## src/rtl/core/jeo_pkg.sv

```systemverilog
// Package for the Josephus elimination order block.
// Holds the request and result beat types and the sequencer state type.
// Depends on nothing; used by the top level and the testbench.
package jeo_pkg;

  // Field widths of the request and result beats.
  localparam int PeopleW = 7;
  localparam int StepW   = 10;
  localparam int PersonW = 7;

  // One request beat: circle size and step count.
  typedef struct packed {
    logic [PeopleW-1:0] people;
    logic [StepW-1:0]   step;
  } jeo_req_t;

  // One result beat: removed person or survivor, with the final marker.
  typedef struct packed {
    logic [PersonW-1:0] person;
    logic               last;
  } jeo_res_t;

  // Sequencer states.
  typedef enum logic [2:0] {
    ST_IDLE,
    ST_FILL,
    ST_CHECK,
    ST_HOP,
    ST_LINK
  } jeo_state_e;

endpackage

```

## src/rtl/core/jeo_ring_mem.sv

```systemverilog
// Next-pointer memory of the ring: one write port and one registered read port.
// Depends on nothing; instantiated by josephus_elimination_order_top.
module jeo_ring_mem #(
  parameter  int Depth = 64,
  localparam int AddrW = $clog2(Depth)
) (
  input  logic             clk_i,
  input  logic             we_i,
  input  logic [AddrW-1:0] waddr_i,
  input  logic [AddrW-1:0] wdata_i,
  input  logic [AddrW-1:0] raddr_i,
  output logic [AddrW-1:0] rdata_o
);

  logic [AddrW-1:0] mem_q [Depth];
  logic [AddrW-1:0] rdata_q;

  // Write port.
  always_ff @(posedge clk_i) begin
    if (we_i) begin
      mem_q[waddr_i] <= wdata_i;
    end
  end

  // Registered read port.
  always_ff @(posedge clk_i) begin
    rdata_q <= mem_q[raddr_i];
  end

  assign rdata_o = rdata_q;

endmodule

```

## src/rtl/core/josephus_elimination_order_top.sv

```systemverilog
// Top level of the Josephus elimination order block: sequencer and pointer datapath.
// Depends on jeo_pkg and jeo_ring_mem.
//
//   Channel   Ports                              Beat moves when
//   request   start, busy, req_i (jeo_req_t)     start high and busy low at a clock edge
//   result    result_valid_o, res_o (jeo_res_t)  result_valid_o high
//
// A request of n people and step m builds the ring in ST_FILL; then for each of the
// n - 1 removals it hops m - 1 times (none for step 0) via ST_CHECK and ST_HOP, and
// unlinks via ST_CHECK and ST_LINK; last comes the survivor. Each hop waits for the
// ring memory's registered read. A circle of zero people is taken and gives no beat.
// Reset clears the sequencer; the ring memory is rewritten by every non-empty request.
// The receiver cannot stall: each result beat is shown for exactly one cycle.
module josephus_elimination_order_top #(
  parameter int MAX_PEOPLE = 64
) (
  input  logic              clk_i,
  input  logic              rst_ni,
  input  logic              start,
  output logic              busy,
  input  jeo_pkg::jeo_req_t req_i,
  output logic              result_valid_o,
  output jeo_pkg::jeo_res_t res_o
);

  localparam int IdxW = $clog2(MAX_PEOPLE);
  localparam int CntW = $clog2(MAX_PEOPLE + 1);
  localparam int ExtW = (CntW > jeo_pkg::PeopleW) ? CntW : jeo_pkg::PeopleW;

  jeo_pkg::jeo_state_e state_q, state_d;

  logic [IdxW-1:0]             cur_q, cur_d;
  logic [IdxW-1:0]             prev_q, prev_d;
  logic [IdxW-1:0]             fill_q, fill_d;
  logic [CntW-1:0]             rem_q, rem_d;
  logic [jeo_pkg::StepW-1:0]   step_q, step_d;
  logic [jeo_pkg::StepW-1:0]   cnt_q, cnt_d;
  logic                        res_valid_q, res_valid_d;
  jeo_pkg::jeo_res_t           res_q, res_d;

  logic            mem_we;
  logic [IdxW-1:0] mem_waddr;
  logic [IdxW-1:0] mem_wdata;
  logic [IdxW-1:0] mem_rdata;

  logic [ExtW-1:0] people_ext;
  logic [CntW-1:0] n_sat;
  logic [IdxW:0]   cur_plus;

  // Saturate the circle size to the ring depth.
  assign people_ext = ExtW'(req_i.people);
  assign n_sat = (people_ext > ExtW'(MAX_PEOPLE)) ? CntW'(MAX_PEOPLE) : CntW'(people_ext);

  // One-based number of the person under the pointer.
  assign cur_plus = {1'b0, cur_q} + 1'b1;

  jeo_ring_mem #(
    .Depth(MAX_PEOPLE)
  ) u_ring_mem (
    .clk_i  (clk_i),
    .we_i   (mem_we),
    .waddr_i(mem_waddr),
    .wdata_i(mem_wdata),
    .raddr_i(cur_q),
    .rdata_o(mem_rdata)
  );

  // State register.
  always_ff @(posedge clk_i or negedge rst_ni) begin
    if (!rst_ni) begin
      state_q <= jeo_pkg::ST_IDLE;
    end else begin
      state_q <= state_d;
    end
  end

  // Control registers and the result strobe.
  always_ff @(posedge clk_i or negedge rst_ni) begin
    if (!rst_ni) begin
      cur_q       <= '0;
      prev_q      <= '0;
      rem_q       <= '0;
      res_valid_q <= 1'b0;
    end else begin
      cur_q       <= cur_d;
      prev_q      <= prev_d;
      rem_q       <= rem_d;
      res_valid_q <= res_valid_d;
    end
  end

  // Payload and working registers.
  always_ff @(posedge clk_i) begin
    fill_q <= fill_d;
    step_q <= step_d;
    cnt_q  <= cnt_d;
    res_q  <= res_d;
  end

  // Next state, datapath updates and memory commands.
  always_comb begin
    state_d     = state_q;
    cur_d       = cur_q;
    prev_d      = prev_q;
    fill_d      = fill_q;
    rem_d       = rem_q;
    step_d      = step_q;
    cnt_d       = cnt_q;
    res_valid_d = 1'b0;
    res_d       = res_q;
    mem_we      = 1'b0;
    mem_waddr   = fill_q;
    mem_wdata   = fill_q + 1'b1;

    case (state_q)
      jeo_pkg::ST_IDLE: begin
        if (start) begin
          if (n_sat == '0) begin
            rem_d = '0;
          end else begin
            cur_d   = '0;
            prev_d  = IdxW'(n_sat - 1'b1);
            rem_d   = n_sat;
            fill_d  = '0;
            step_d  = req_i.step;
            cnt_d   = jeo_pkg::StepW'(1);
            state_d = jeo_pkg::ST_FILL;
          end
        end
      end

      // Build the ring one entry per cycle; prev_q holds the last index.
      jeo_pkg::ST_FILL: begin
        mem_we = 1'b1;
        if (fill_q == prev_q) begin
          mem_wdata = '0;
          state_d   = jeo_pkg::ST_CHECK;
        end else begin
          fill_d = fill_q + 1'b1;
        end
      end

      // Decide between a hop, a removal and the survivor.
      jeo_pkg::ST_CHECK: begin
        if (rem_q <= CntW'(1)) begin
          prev_d      = cur_q;
          res_valid_d = 1'b1;
          res_d.person = jeo_pkg::PersonW'(cur_plus);
          res_d.last   = 1'b1;
          state_d     = jeo_pkg::ST_IDLE;
        end else if (cnt_q < step_q) begin
          state_d = jeo_pkg::ST_HOP;
        end else begin
          res_valid_d  = 1'b1;
          res_d.person = jeo_pkg::PersonW'(cur_plus);
          res_d.last   = 1'b0;
          state_d      = jeo_pkg::ST_LINK;
        end
      end

      // Read data holds the successor of the counted person.
      jeo_pkg::ST_HOP: begin
        prev_d  = cur_q;
        cur_d   = mem_rdata;
        cnt_d   = cnt_q + 1'b1;
        state_d = jeo_pkg::ST_CHECK;
      end

      // Unlink the removed person and count on from its successor.
      jeo_pkg::ST_LINK: begin
        mem_we    = 1'b1;
        mem_waddr = prev_q;
        mem_wdata = mem_rdata;
        cur_d     = mem_rdata;
        rem_d     = rem_q - 1'b1;
        cnt_d     = jeo_pkg::StepW'(1);
        state_d   = jeo_pkg::ST_CHECK;
      end

      default: begin
        state_d = jeo_pkg::ST_IDLE;
      end
    endcase
  end

  assign busy           = (state_q != jeo_pkg::ST_IDLE);
  assign result_valid_o = res_valid_q;
  assign res_o          = res_q;

  // The survivor beat ends the request.
  a_last_ends: assert property (@(posedge clk_i) disable iff (!rst_ni)
    (res_valid_q && res_q.last) |-> (state_q == jeo_pkg::ST_IDLE))
    else $error("survivor shown while the sequencer is still working");

  // A removal only happens while at least two people remain.
  a_link_rem: assert property (@(posedge clk_i) disable iff (!rst_ni)
    (state_q == jeo_pkg::ST_LINK) |-> (rem_q > CntW'(1)))
    else $error("removal with fewer than two people left");

  // A hop is only taken while the count is short of the step.
  a_hop_count: assert property (@(posedge clk_i) disable iff (!rst_ni)
    (state_q == jeo_pkg::ST_HOP) |-> (cnt_q < step_q))
    else $error("hop beyond the step count");

  // A non-empty request starts the ring build.
  a_start_fill: assert property (@(posedge clk_i) disable iff (!rst_ni)
    (start && !busy && (req_i.people != '0)) |=> (state_q == jeo_pkg::ST_FILL))
    else $error("accepted request did not start the ring build");

endmodule

```

## config.mk

```make
export PLATFORM = sky130hd
export DESIGN_NAME = josephus_elimination_order_top
export DESIGN_NICKNAME = d
export VERILOG_FILES = /design/src/rtl/core/jeo_pkg.sv /design/src/rtl/core/jeo_ring_mem.sv /design/src/rtl/core/josephus_elimination_order_top.sv
export SDC_FILE = /design/constraint.sdc
export NUM_CORES = 1
export LEC_CHECK = 0
export BUFFER_PORTS_ARGS = -buffer_cell sky130_fd_sc_hd__clkbuf_2
export CORE_MARGIN = 2
export CORE_UTILIZATION = 40
export CTS_BUF_LIST = sky130_fd_sc_hd__clkbuf_8
export DETAILED_ROUTE_END_ITERATION = 8
export PLACE_DENSITY_LB_ADDON = 0.15
export SLEW_MARGIN = 20
export SYNTH_ARGS = -nofsm -noshare
export SYNTH_HDL_FRONTEND = slang
export SYNTH_HIERARCHICAL = 1
export SYNTH_SLANG_ARGS = --single-unit
```

## constraint.sdc

```tcl
create_clock -name clk_i -period 11.9 [get_ports clk_i]
set_clock_uncertainty 0.2 [all_clocks]
set_input_delay 2.38 -clock clk_i [delete_from_list [all_inputs] [get_ports clk_i]]
set_output_delay 2.38 -clock clk_i [all_outputs]
set_load 0.03 [all_outputs]
```

=== Word-level counts from Yosys, hierarchy flattened ===
Memories as Yosys holds them, arrays and structs flattened. A register that Yosys moved wholly into a read port is not among the register bits.
Index checks and enable logic that the tools add are counted.

* Flip-flop bits (word level): 57
* Latch bits: 0
* Bits in writable memories: 384
* ROM bits: 0
* Output and inout port bits: 10
* Memories: 1

{| class="wikitable"
|+ Memories
! memory !! depth !! bits a word !! read ports !! clocked after Yosys merged registers in !! wr ports !! line !! RTL
|-
| u_ring_mem.mem_q || 64 || 6 || 1 || 1 || 1 || jeo_ring_mem.sv:15 || <nowiki>logic [AddrW-1:0] mem_q [Depth];</nowiki>
|}

* Add/sub/neg operators: 5
* Multiply operators: 0
* Div/mod/pow operators: 0
* Magnitude comparators: 3
* Equal/unequal tests: 11
* Shift-type cells: 0
* Muxes and demuxes: 33
* Bitwise logic cells: 1
* Reductions and logical operators: 18

{| class="wikitable"
|+ Operators by type and width
! kind !! number
|-
| 6-bit two-way mux || 8
|-
| 6-bit case mux with 2 select lines || 3
|-
| 10-bit case mux with 3 select lines || 1
|-
| 7-bit two-way mux || 3
|-
| 10-bit two-way mux || 2
|-
| 6-bit case mux with 3 select lines || 1
|-
| 8-bit two-way mux || 2
|-
| 3-bit two-way mux || 5
|-
| 7-bit case mux with 2 select lines || 1
|-
| 2-bit inequality test, second input constant || 6
|-
| 3-bit case mux with 4 select lines || 1
|-
| 3-bit AND reduction || 4
|-
| 10-bit by 1-bit adder with 10-bit output, second input constant || 1
|-
| 10-bit < comparator || 1
|-
| 3-bit nonzero test || 3
|-
| 4-bit AND reduction || 2
|-
| 6-bit by 1-bit adder with 7-bit output, second input constant || 1
|-
| 7-bit greater-than comparator, second input constant || 1
|-
| 7-bit by 1-bit less-or-equal comparator with 1-bit output, second input constant || 1
|-
| 7-bit zero test || 1
|-
| 7-bit by 1-bit subtractor with 7-bit output, second input constant || 1
|-
| 6-bit by 1-bit adder with 6-bit output, second input constant || 1
|-
| 3-bit by 2-bit == test with 1-bit output, second input constant || 2
|-
| 6-bit == test || 1
|-
| other kinds (9) || 18
|}

=== Longest topological paths before layout ===
Gate-level depths: netlist of run 1.

* Depth after elaboration: 6
* Depth in mapped cells: 10
* Depth with buffers taken out: 7

=== Hierarchy ===
The synthesis of run 1 kept the hierarchy.

{| class="wikitable"
|+ Modules (own cells, without submodules)
! module !! instances !! cells each !! area an instance (um^2) !! sequential area each (um^2)
|-
| jeo_ring_mem || 1 || 720 || 15225.9 || 11651.2
|-
| josephus_elimination_order_top || 1 || 314 || 3171.8 || 1596.5
|}

=== Worst setup path after synthesis of run 1 ===
OpenSTA, ideal clock, no wires.

* Path type: reg2reg
* Start point: register state_q[0]
* End point: memory u_ring_mem/mem_q[0][2] in the netlist's numbering (data pin)
* Setup time: 0.702 ns
* Arrival time: 3.571 ns
* Data required time: 10.998 ns
* Slack: 7.427 ns
* Stages on the path, launching flop included: 5
* Path buffers: 1
* Path through: dfrtp_1 -> buf_2 -> nand2_1 -> o21a_1 -> o21ai_0

* Longest elaborated chain between the ends: 2
* Elaborated cells between the ends (all ways): 3
* Classes of those cells: eq/ne: 2; mux: 1

{| class="wikitable"
|+ Ends and longest elaborated chain
! what !! line !! RTL
|-
| start, declared || josephus_elimination_order_top.sv:30 || <nowiki>jeo_pkg::jeo_state_e state_q, state_d;</nowiki>
|-
| start signal, assigned || josephus_elimination_order_top.sv:71 || <nowiki>state_q <= jeo_pkg::ST_IDLE;</nowiki>
|-
| start signal, assigned || josephus_elimination_order_top.sv:73 || <nowiki>state_q <= state_d;</nowiki>
|-
| 3-bit == test or 3-bit by 1-bit == test with 1-bit output (tied branches) || josephus_elimination_order_top.sv:115 || <nowiki>case (state_q)</nowiki>
|-
| 6-bit case mux with 2 select lines * || josephus_elimination_order_top.sv:115 ||
|-
| net mem_wdata[2] || josephus_elimination_order_top.sv:43 || <nowiki>logic [IdxW-1:0] mem_wdata;</nowiki>
|-
| end, declared || jeo_ring_mem.sv:15 ||
|}

Mark *: on every way through the listed nets, which the timed path passes. The rest lies on a longest branch.

=== Final worst setup path of run 1 ===
* Start point: register state_q[0]
* End point: output busy

* Longest elaborated chain between the ends: 1

{| class="wikitable"
|+ Ends and longest elaborated chain
! what !! line !! RTL
|-
| 3-bit nonzero test || josephus_elimination_order_top.sv:186 || <nowiki>assign busy = (state_q != jeo_pkg::ST_IDLE);</nowiki>
|-
| end, declared || josephus_elimination_order_top.sv:20 || <nowiki>output logic busy,</nowiki>
|}

No other way between the ends.

==> results.md, run 1 <==
- Outcome: finished, final reports clean
- Max-slew headroom: approximately 27%
- First-pass GRT wire length: between 60000 and 70000 um
- Cell Chain, Critical Path: nor2_1 -> nand2_1 -> clkbuf_2
- Worst Setup Start Kind: flip-flop
- Pwr/cell area: about 260 mW/mm2
- CP startpoint: state_q[0]
- CP endpoint: busy
- Core ar.: 0.04538 mm2
- Ys flop type: edfxtp_1
- Commonest non-fill, non-tap cell in the layout: edfxtp_1
- Most frequent cells in the layout: 418 x edfxtp_1, 101 x nor2_1, 87 x mux4_2
- Max rail drop VDD: 0.3011 mV
- Tmin final: 4.503 ns
- Drt via density: about 5.4
- Setup bufs post-CTS: 0
- Worst hold slack: between 0.3 and 0.4 ns
- CTS tree: yes
- Post-CTS Hold Buffers: 0
- Sw power: 1888 uW
- Net Sw Frac: a little over a third
- # resized after CTS: 0
- Yosys warns: 6
- Synth Cell Area: between 0.015 and 0.02 mm2
- Share of the core filled with cells: between 40% and 50%
- Starting Density: roughly two fifths
- Total track usage: between 15 and 20%
- DRT Pass-1 Iters: 4
- DR DRC count: 0
- # nets final: ~1100
- Final Cycle Share: a little under two fifths
- Synth top area share: about 68%
- H-Tree Depth: 3
- Top post-synthesis cells by area: edfxtp_1 68%, mux4_2 11%, dfrtp_1 3.1%
- Register area share after synthesis: slightly above 70%
- CTS max path bufs: 3
- Inst Count DP: 1630
- Die Outline Area: 0.04772 mm2
- Worst path max stage delay: approximately 0.70 ns
- Final wirelength: about 41000 um
- Setup TNS: 0 ns
- Clock Sinks: approximately 450
- CP endpoint kind: primary output
- Die height: around 220 um
- Placement Rows: between 70 and 80
- Max Freq: around 220 MHz
- Total number of vias: 9605
- Area growth syn-to-layout: 12.19%
- Worst EP arrival: between 1.5 and 2 ns
- Routed Antenna Nets: 0
- Mean Syn Cell Area: 17.79 um2
- Routed wire per std cell: 23.47 um
- Clock share of power: ~24%
- RePlAce Congestion: about 0.80
- Cell internal pwr: 3544 uW
- Largest net degree at the start of global routing: 65
- Top Family by Delay on Critical Path: flip-flops
- Worst Hold Class: reg -> reg
- R2r endpoint: u_ring_mem/rdata_o[2]
- Num CTS Buffers: 77
- Die X: 218.5 um
- Static Leakage: 0.006697 uW
- Synth async-reset ratio: about 5%
- Root Driver: clkbuf_8
- RSZ-0062 raised after global routing: false
- Reg clk slew, reported paths: approximately 0.070 ns
- Worst R2R Start: cur_q[0]
- IO Pins: 30
- Finished Layout Cells: about 1800
- Bufs and invs on worst path: 1
- R2r setup slk: 7.82 ns
- Synth unique cells: 64
- Share of cells above drive strength 1: approximately 23%
- Final Max Tran Viols: 0
- FF+latch count, synth: 447
- Tot Pwr: 5432 uW
- Vias in the first global route: slightly below 10000
- Final hold violations: 0
- Total grt overflow: 0
- Worst path slowest cell: dfrtp_1
- Antenna Cells: 0
- Worst-path fanout max: 15
- Worst Tran Pin Value: approximately 1.1 ns
- Critical path class: reg -> out
- Post-Syn Instances: approximately 1000
- Part of the power in combinational logic: 30.4%
- Area leader, netlist: edfxtp_1
- Initial drt markers: 825
- Endpoints failing setup: 0
- Flop pwr share: between 40 and 50%
- Max Cap Viol: 0
- Initial antenna violation count: 0
- Critical Path Stages: 3
- HPWL after DPL: roughly 25000 um
- # port buffers: 29
- Worst r2r path cells: 7
- # fillers: approximately 3900
- Worst path required time: a little over 9 ns
- Worst-Skew Late Latency: 0.64 ns
- Number of synthesized flops with an enable pin: 418
- Syn Nets: 1069
-- flip-flops by register name (all words and copies together), names as in the netlist --
signal,count
cnt_q,10
cur_q,6
fill_q,6
prev_q,6
rem_q,7
res_o,8
result_valid_o,1
state_q,3
step_q,10
u_ring_mem/mem_q,384
u_ring_mem/rdata_o,6
-- cell families (layout without fill, tap and decap cells) --
| group | Yosys count | count (layout) | synth area share, % |
|---|---|---|---|
| flip-flops | 447 | 447 | 72.01 |
| AO/OA/AOI/OAI | 123 | 123 | 4.584 |
| multiplexers | 121 | 121 | 13.12 |
| adder cells (fa/ha/maj) | 15 | 15 | 1.020 |
| XOR/XNOR | 24 | 24 | 1.143 |
| AND/OR/NAND/NOR | 237 | 237 | 6.080 |
| buffers and inverters | 67 | 201 | 2.047 |
-- stage by stage --
step	cell area, um2	setup WS, ns
3_3_place_gp	19170	7.267
2_1_floorplan	18400	7.427
3_5_place_dp	19170	7.169
6_report	20640	7.397
4_1_cts	20630	7.369
5_1_grt	20640	7.274
-- Yosys cell counts (all sizes together), types with 3 or more instances --
master / n
a211oi: 9
or3b: 3
edfxtp: 418
nand2: 45
mux4: 93
a32o: 3
buf: 30
dfrtp: 23
nor3: 14
a221oi: 3
nand3: 25
ha: 15
mux2: 13
nand4: 6
nor2: 101
xor2: 10
mux2i: 15
o211ai: 3
and3: 6
nand2b: 7
o221ai: 9
o21ai: 31
dfxtp: 6
a22oi: 4
a31o: 3
a22o: 6
a21oi: 20
inv: 19
clkbuf: 17
nor2b: 11
or3: 4
a31oi: 4
xnor2: 14
nand3b: 4
o22ai: 13
nor4: 4
o22a: 6
-- worst min-delay path by stage --
stage | cells after the start | to | startpoint | slack [ns]
2_1_floorplan | 1 | cur_q[0] | u_ring_mem/rdata_o[0] | 0.25
3_3_place_gp | 2 | rem_q[6] | rem_q[6] | 0.31
3_5_place_dp | 1 | cur_q[4] | u_ring_mem/rdata_o[4] | 0.30
4_1_cts | 2 | rem_q[6] | rem_q[6] | 0.34
5_1_grt | 1 | cur_q[1] | u_ring_mem/rdata_o[1] | 0.37
6_report | 2 | rem_q[6] | rem_q[6] | 0.34
-- routing by layer --
layer	up-vias	GRT usage, %	part of all wire (%)
met5	-	0	0
met4	0	4.966	2.1
met3	69	4.120	5.7
met2	262	28.98	48
met1	4960	24.17	44
li1	4314	-	-
-- tightest hold or removal path, stage by stage, from the launching register on --
cell	delay [ns]
dfrtp_1	0.36
o21ai_0	0.09
o21ai_0	0.07
-- final cells by class --
type                       instances  area, um2  area share [%]
sequential                       447      13260           64.22
multi-input combinational        520       4852           23.51
clock buffer                      81       1115           5.401
tap                              600      750.7           3.637
clock inverter                    57      341.6           1.655
timing repair buffer              43      250.2           1.212
inverter                          20      75.07          0.3637
-- power by group through the flow --
stage | clock, uW | combinational, uW | sequential [uW]
2_1_floorplan | 0 | 1130 | 2460
3_3_place_gp | 0 | 1650 | 2480
3_5_place_dp | 0 | 1690 | 2490
4_1_cts | 1370 | 1690 | 2460
5_1_grt | 1430 | 1810 | 2480
6_report | 1330 | 1650 | 2450
No activity file was read; power rests on OpenSTA's default activity.
==> run 2: changes to the inputs <==
- clock period: 11.9 -> 4 ns (I/O delays scaled with it)
==> run 2 against run 1 <==
  * Critical path depth rose by 5
  * Flip-flop and latch count unchanged
  * Via count grew 3.0%
  * Count of clock-buffer cells in the layout is 1 lower
  * Largest power group unchanged
  * Largest cell class unchanged
==> results.md, run 2 (synthesized netlist as in run 1, its figures left out) <==
- Outcome: finished, final reports clean
- HPWL after DPL: around 27000 um
- Static Leakage: roughly 0.007 uW
- Post-CTS Hold Buffers: 1
- Flop pwr share: 44.4%
- Starting Density: 40.54%
- First-pass GRT wire length: between 60000 and 70000 um
- Total grt overflow: 0
- Worst-Skew Late Latency: just over 0.6 ns
- Pwr/cell area: about 780 mW/mm2
- Sw power: between 5000 and 6000 uW
- Cell Chain, Critical Path: clkinv_1 -> nor3_2 -> buf_4 -> nand2_1 -> nand2_1 -> nor2b_1 -> nand3_1 -> nor2_1
- Initial drt markers: 860
- DR DRC count: 0
- CTS tree: yes
- Worst path slowest cell: nor2_1
- Core ar.: between 0.04 and 0.05 mm2
- Worst EP arrival: approximately 3.7 ns
- Setup TNS: 0 ns
- Endpoints failing setup: 0
- CTS max path bufs: 3
- CP startpoint: state_q[2]
- Num CTS Buffers: roughly 80
- R2r setup slk: approximately 0.35 ns
- # port buffers: 29
- Routed Antenna Nets: 0
- Tmin final: 3.652 ns
- Critical path class: reg -> reg
- Root Driver: clkbuf_8
- IO Pins: 30
- Most used cell, CP: nand2_1
- Setup bufs post-CTS: 0
- Largest net degree at the start of global routing: 56
- Share of the core filled with cells: roughly 46%
- Worst-path fanout max: 10
- Total track usage: roughly 18%
- Worst Tran Pin Value: about 0.83 ns
- Global-route met1 utilization: between 20% and 30%
- Worst Setup Start Kind: flip-flop
- Area growth syn-to-layout: 14.04%
- DRT Pass-1 Iters: 7
- Final Max Tran Viols: 0
- Final hold violations: 0
- Net Sw Frac: 35.11%
- H-Tree Depth: 3
- Part of the power in combinational logic: between 30% and 40%
- Final Cycle Share: a little over 90%
- Reg clk slew, reported paths: about 0.06 ns
- Busiest grt layer: met2
- Antenna Cells: 0
- Routing usage on met3: ~3.9%
- Most frequent cells in the layout: 418 x edfxtp_1, 101 x nor2_1, 87 x mux4_2
- Max-slew headroom: between 40% and 50%
- Total number of vias: 9897
- Worst R2R Start: state_q[2]
- Met2 Usage GRT: ~29%
- Worst path max stage delay: 0.64 ns
- # nets final: 1185
- Cell internal pwr: roughly 11000 uW
- Die X: between 200 and 250 um
- Clock share of power: around 23%
- RSZ-0062 raised after global routing: false
- RePlAce Congestion: around 0.8
- Drt via density: ~5.5
- CP endpoint: u_ring_mem/mem_q[13][1]
- Max Cap Viol: 0
- Die Outline Area: roughly 0.048 mm2
- CP endpoint kind: flip-flop
- Routed wire per std cell: approximately 24 um
- Max reg flops: roughly 380
- Biggest register: u_ring_mem/mem_q
- Initial antenna violation count: 0
- Placement Rows: 78
- R2r endpoint: u_ring_mem/mem_q[13][1]
- Vias in the first global route: between 10000 and 15000
- Worst path required time: between 4 and 5 ns
- Biggest regs: u_ring_mem/mem_q (384), cnt_q (10), step_q (10)
- Worst Hold Class: in -> reg
- Max Freq: roughly 270 MHz
- Max rail drop VDD: around 0.48 mV
- Share of cells above drive strength 1: between 20% and 30%
- Tot Pwr: ~16000 uW
- Worst r2r path cells: 8
- Final wirelength: about 43000 um
- Commonest non-fill, non-tap cell in the layout: edfxtp_1
- Clock Sinks: about 450
- Die height: 218.5 um
- # resized after CTS: 0
==> run 2: final cells by class <==
class	count	area, um2
Clock buffer	80	1101
Timing Repair Buffer	83	700.7
Sequential cell	447	13260
Clock inverter	54	251.5
Inverter	20	75.07
Fill cell	3920	24400
Multi-Input combinational cell	520	4846
Tap cell	600	750.7
==> run 2: worst min path at each step <==
stage | from | to | slack, ns | cells past startpoint
after floorplan | u_ring_mem/rdata_o[0] | cur_q[0] | 0.25 | 1
after global placement | u_ring_mem/rdata_o[2] | cur_q[2] | 0.28 | 1
after detailed placement | u_ring_mem/rdata_o[2] | cur_q[2] | 0.27 | 1
after CTS | req_i[4] | step_q[4] | 0.1 | 1
after global routing | req_i[9] | step_q[9] | 0.11 | 1
final | req_i[4] | step_q[4] | 0.15 | 1
==> run 2: through the flow <==
step	hold slack (ns)	worst slack, ns	std cells	instance area (um2)
final	0.1533	0.3480	1804	20980
after global routing	0.1136	0.1261	1804	20980
after CTS	0.1000	0.3242	1804	20980
after detailed placement	0.2712	0.3716	1669	19620
after global placement	0.2825	0.5133	1666	19530
after floorplan	0.2493	-0.4729	1034	18400
==> run 2: power groups by stage <==
stage	sequential (uW)	combinational [uW]	clock [uW]
6_report	7300	5450	3700
5_1_grt	7370	5940	4020
4_1_cts	7310	5560	3820
3_5_place_dp	7410	5550	0
3_3_place_gp	7420	5330	0
2_1_floorplan	7310	3350	0
==> run 2: layer usage <==
layer  vias to the layer above  wire (um)
met5                         -          0
met2                       288      20220
met1                      5152      19400
met4                         0       1151
met3                        73       2082
li1                       4384          -
==> run 2: worst max-delay path: cells and delay by family (launching register included) <==
kind	cells	cell delay, ns
buf+inv	2	0.47
flops	1	0.49
simple gates	6	2.11
